$ cat src/hdl/salc_pkg.sv
// Shared constants and codes of the set-associative LRU cache tag store.
package salc_pkg;

  localparam int SET_CFG_W  = 3;
  localparam int WAY_CFG_W  = 4;
  localparam int OFF_CFG_W  = 5;
  localparam int CFG_W      = 5;
  localparam int CFG_IDX_W  = 2;
  localparam int IN_ADDR_W  = 32;
  localparam int IN_DATA_W  = 32;
  localparam int IN_USER_W  = 2;
  localparam int CNT_W      = 32;
  localparam int OUT_DATA_W = 104;
  localparam int OUT_PAD_W  = OUT_DATA_W - 2 - 3 * CNT_W;

  localparam logic [CFG_IDX_W-1:0] CFG_SET_BITS = 2'd0;
  localparam logic [CFG_IDX_W-1:0] CFG_WAYS     = 2'd1;
  localparam logic [CFG_IDX_W-1:0] CFG_OFFSET   = 2'd2;

  localparam logic [1:0] ACT_LOAD   = 2'd0;
  localparam logic [1:0] ACT_STORE  = 2'd1;
  localparam logic [1:0] ACT_MODIFY = 2'd2;
  localparam logic [1:0] ACT_NONE   = 2'd3;

  localparam logic [1:0] OUT_HIT   = 2'd0;
  localparam logic [1:0] OUT_FILL  = 2'd1;
  localparam logic [1:0] OUT_EVICT = 2'd2;

endpackage

$ cat src/hdl/salc_set_update.sv
// Lookup, victim choice and LRU age update of one set row.
module salc_set_update #(
  parameter int MAX_WAYS = 8,
  parameter int TAG_W    = 32,
  parameter int AGE_W    = 3,
  parameter int WAY_W    = 3,
  parameter int WCNT_W   = 4
) (
  input  logic [WCNT_W-1:0]               ways,
  input  logic [TAG_W-1:0]                tag,
  input  logic [MAX_WAYS-1:0]             valid_i,
  input  logic [MAX_WAYS-1:0][AGE_W-1:0]  age_i,
  input  logic [MAX_WAYS-1:0][TAG_W-1:0]  tag_i,
  output logic [MAX_WAYS-1:0]             valid_o,
  output logic [MAX_WAYS-1:0][AGE_W-1:0]  age_o,
  output logic [MAX_WAYS-1:0][TAG_W-1:0]  tag_o,
  output logic [1:0]                      outcome
);
  import salc_pkg::*;

  localparam logic [AGE_W-1:0] AGE_TOP = AGE_W'(MAX_WAYS - 1);

  logic [MAX_WAYS-1:0] used;
  logic [MAX_WAYS-1:0] hit;
  logic [MAX_WAYS-1:0] free;
  logic [MAX_WAYS-1:0] bump;
  logic                hit_any;
  logic                free_any;
  logic [WAY_W-1:0]    hit_idx;
  logic [WAY_W-1:0]    free_idx;
  logic [WAY_W-1:0]    old_idx;
  logic [WAY_W-1:0]    pick;
  logic [AGE_W-1:0]    hit_age;

  always_comb begin
    for (int w = 0; w < MAX_WAYS; w++) begin
      used[w] = (WCNT_W'(w) < ways);
      hit[w]  = used[w] && valid_i[w] && (tag_i[w] == tag);
      free[w] = used[w] && !valid_i[w];
    end
  end

  always_comb begin
    hit_any  = |hit;
    free_any = |free;
    hit_idx  = '0;
    free_idx = '0;
    for (int w = MAX_WAYS - 1; w >= 0; w--) begin
      if (hit[w]) begin
        hit_idx = WAY_W'(w);
      end
      if (free[w]) begin
        free_idx = WAY_W'(w);
      end
    end
    old_idx = '0;
    for (int w = 1; w < MAX_WAYS; w++) begin
      if (used[w] && (age_i[w] > age_i[old_idx])) begin
        old_idx = WAY_W'(w);
      end
    end
  end

  assign hit_age = age_i[hit_idx];
  assign pick    = hit_any ? hit_idx : (free_any ? free_idx : old_idx);
  assign outcome = hit_any ? OUT_HIT : (free_any ? OUT_FILL : OUT_EVICT);

  always_comb begin
    for (int w = 0; w < MAX_WAYS; w++) begin
      valid_o[w] = valid_i[w];
      tag_o[w]   = tag_i[w];
      age_o[w]   = age_i[w];
      bump[w]    = used[w] && valid_i[w] && (WAY_W'(w) != pick) &&
                   (!hit_any || (age_i[w] < hit_age));
      if (bump[w] && (age_i[w] != AGE_TOP)) begin
        age_o[w] = age_i[w] + 1'b1;
      end
      if (WAY_W'(w) == pick) begin
        age_o[w] = '0;
        if (!hit_any) begin
          valid_o[w] = 1'b1;
          tag_o[w]   = tag;
        end
      end
    end
  end

endmodule

$ cat config.mk
export PLATFORM = sky130hd
export DESIGN_NAME = salc_set_update
export DESIGN_NICKNAME = d
export VERILOG_FILES = /design/src/hdl/salc_pkg.sv /design/src/hdl/salc_set_update.sv
export SDC_FILE = /design/constraint.sdc
export NUM_CORES = 1
export LEC_CHECK = 0
export BUFFER_PORTS_ARGS = -buffer_cell sky130_fd_sc_hd__buf_2
export CAP_MARGIN = 20
export CORE_AREA = 4 4 239 241
export DETAILED_ROUTE_END_ITERATION = 16
export DIE_AREA = 0 0 243 245
export RECOVER_POWER = 50
export SETUP_SLACK_MARGIN = 0.2
export SLEW_MARGIN = 0
export SYNTH_ARGS = -nofsm -noshare
export SYNTH_HDL_FRONTEND = slang
export SYNTH_SLANG_ARGS = --single-unit
$ cat constraint.sdc
create_clock -name vclk -period 16.15
set_input_delay 0.8075 -clock vclk [all_inputs]
set_output_delay 0.8075 -clock vclk [all_outputs]
set_load 0.01 [all_outputs]
==> flow_summary.toml <==
[timing]
final.setup.tns_ns = 0
min_period_ns = 14.76
clock.fmax_mhz = 67.8
worstMarginPinSlew_ns = 1.85
hold_violations = 0
finalSetupViolCount = 0
relSlewSlack_pct = -23.4
fin_ws_ns = 1.39
period_share_pct = 91.4
slew_violations = 17
grt_setup_unrepaired = "no"

[status]
status = "complete, but fails checks"
failed_checks = "max-capacitance violations, max-slew violations"

[synthesis]
synthesis.nets = 1619
yosysTopAreaCellShare_pct = 14.3
synth.area.top_cells = "mux2_2 (14%), xor2_1 (12%), mux2_1 (12%)"
ys_top_cells_by_count = "xor2_1 (138), mux2_2 (128), xnor2_1 (113)"
synth.yosys.warnings = 0
ys_types = 82
netlist_instances = 1242
synthMostInstantiatedCell = "xor2_1"
synth_area_mm2 = 0.0101
yosysTopAreaCell = "mux2_2"
yosysSeqAreaShare_pct = 0
avgSynthCellArea_um2 = 8.12

[floorplanning]
core_region_area_mm2 = 0.0549
die_w_um = 243
die_h_um = 245
rows = 86
dieArea_mm2 = 0.0595
ios = 614
initial_core_util_pct = 18.4

[grt]
grt-ovfl-total = 0
grt_usage_pct = 23.1
grt_max_degree = 35
antenna_found_initial = 23
grt_pass1_vias = 11940
grt_pass1_wl_um = 98500

[critical_path]
crit_slowest_cell = "a2111oi_0"
crit_path_start_kind = "input pin"
path_common_cell = "o21a_1"
worstPathMaxFanout = 13
cp.arrival_ns = 13.95
required_ns = 15.34
setup.worst_path.class = "input pin to primary output"
critical_path.endpoint_type = "primary output"
max_stage_delay_ns = 0.84

[layout]
fillers = 6254
clkbuf_count = 0
instances_no_fill = 2488
seq_cells = 0
area_growth_pct = 33.3
final_util_pct = 24.5
final_nets = 2154
register_area_um2 = 0
layout-drive-gt1-share_pct = 39.8

[route]
first_pass_iters = 5
wl_um = 74300
via_per_inst = 5.05
drt-wirelength-per-cell_um = 29.9
ant_nets = 0
via_count = 12566
drc = 0
drt_iter0_drc = 942

[placement]
gp_congestion = 0.965
hpwl_um = 63600
place_inst = 2479
io_buffer_count = 614
preCtsSetupSlack_ns = 2.07

[clocking]
post-cts-setup-buffers = 0
ctsResizeCount = 0
cts_hold_buf = 0

[power]
ir_drop_mv = 0.0277
leakage_nw = 5.84
powerDensity_mw_per_mm2 = 50.4

[hold_path]
hold_class = "input pin to primary output"

[flow_run]
cap_viol_max_count = 1
cells in the final DEF (no fill, tap or decap), types with 8 or more instances in the layout:
cell / count
buf_2: 488
xor2_1: 138
mux2_2: 128
clkbuf_1: 126
xnor2_1: 113
mux2_1: 104
nor2_1: 71
nor4_1: 64
ha_1: 53
nand2_1: 50
nand4_1: 44
a21oi_1: 34
inv_1: 32
mux2_4: 30
o21ai_0: 23
mux2i_1: 23
nand3_1: 23
nor3_1: 20
buf_4: 18
o21a_1: 14
nand2b_1: 13
or4_1: 11
nor2b_1: 10
a31oi_1: 10
diode_2: 9
a211oi_1: 9
or2_2: 8
metal layers:
layer | global-route usage [%] | routed length (um) | vias up
met3 | 4.27 | 5550 | 106
met2 | 38.7 | 34100 | 658
li1 | - | - | 5628
met1 | 29.9 | 31200 | 6164
met5 | 0 | 80 | -
met4 | 7.76 | 3390 | 10
through the flow:
stage	power (mW)	instance area [um^2]	hold slack, ns
after CTS	0.681	13700	1.94
after floorplan	0.416	10100	1.70
final	0.678	13500	1.94
after detailed placement	0.678	13700	1.94
after global routing	0.725	13400	1.96
after global placement	0.677	13700	1.94
worst max-delay path, delay by kind of cell:
family | cells | cell delay [ns]
compound gates | 25 | 6.49
fa+ha+maj | 7 | 2.03
buf+inv | 5 | 0.80
mux | 3 | 1.00
simple gates | 15 | 2.79
power breakdown:
| part | leakage, nW | switching (mW) | internal [mW] | total [mW] |
|---|---|---|---|---|
| clock | 0.0000570 | 0 | 0.0000000749 | 0.0000000750 |
| combinational | 5.84 | 0.411 | 0.267 | 0.678 |
| sequential | 0 | 0 | 0 | 0 |
| total | 5.84 | 0.411 | 0.267 | 0.678 |
worst paths after layout:
path  slack (ns)  depth (start not counted)          to  startpoint
max         1.39                         55   age_o[12]    age_i[1]
min         1.94                          3  tag_o[106]  tag_i[106]
cell families after synthesis:
logic type / share of synthesized area [%]
muxes: 32.6
and+or+nand+nor: 21.1
AOI/OAI and AO/OA: 10.5
buffers and inverters: 6.49
adders and majority gates: 6.57
xor gates and xnor gates: 22.8
final cells by class:
class	count	area, um^2	share of cell area (%)
multi-input combinational	1110	9370	69.7
timing repair buffer	633	3060	22.7
tap	704	881	6.55
inverter	32	120	0.893
antenna	9	22.5	0.167
Note: power is estimated with default switching activity, not from simulation.
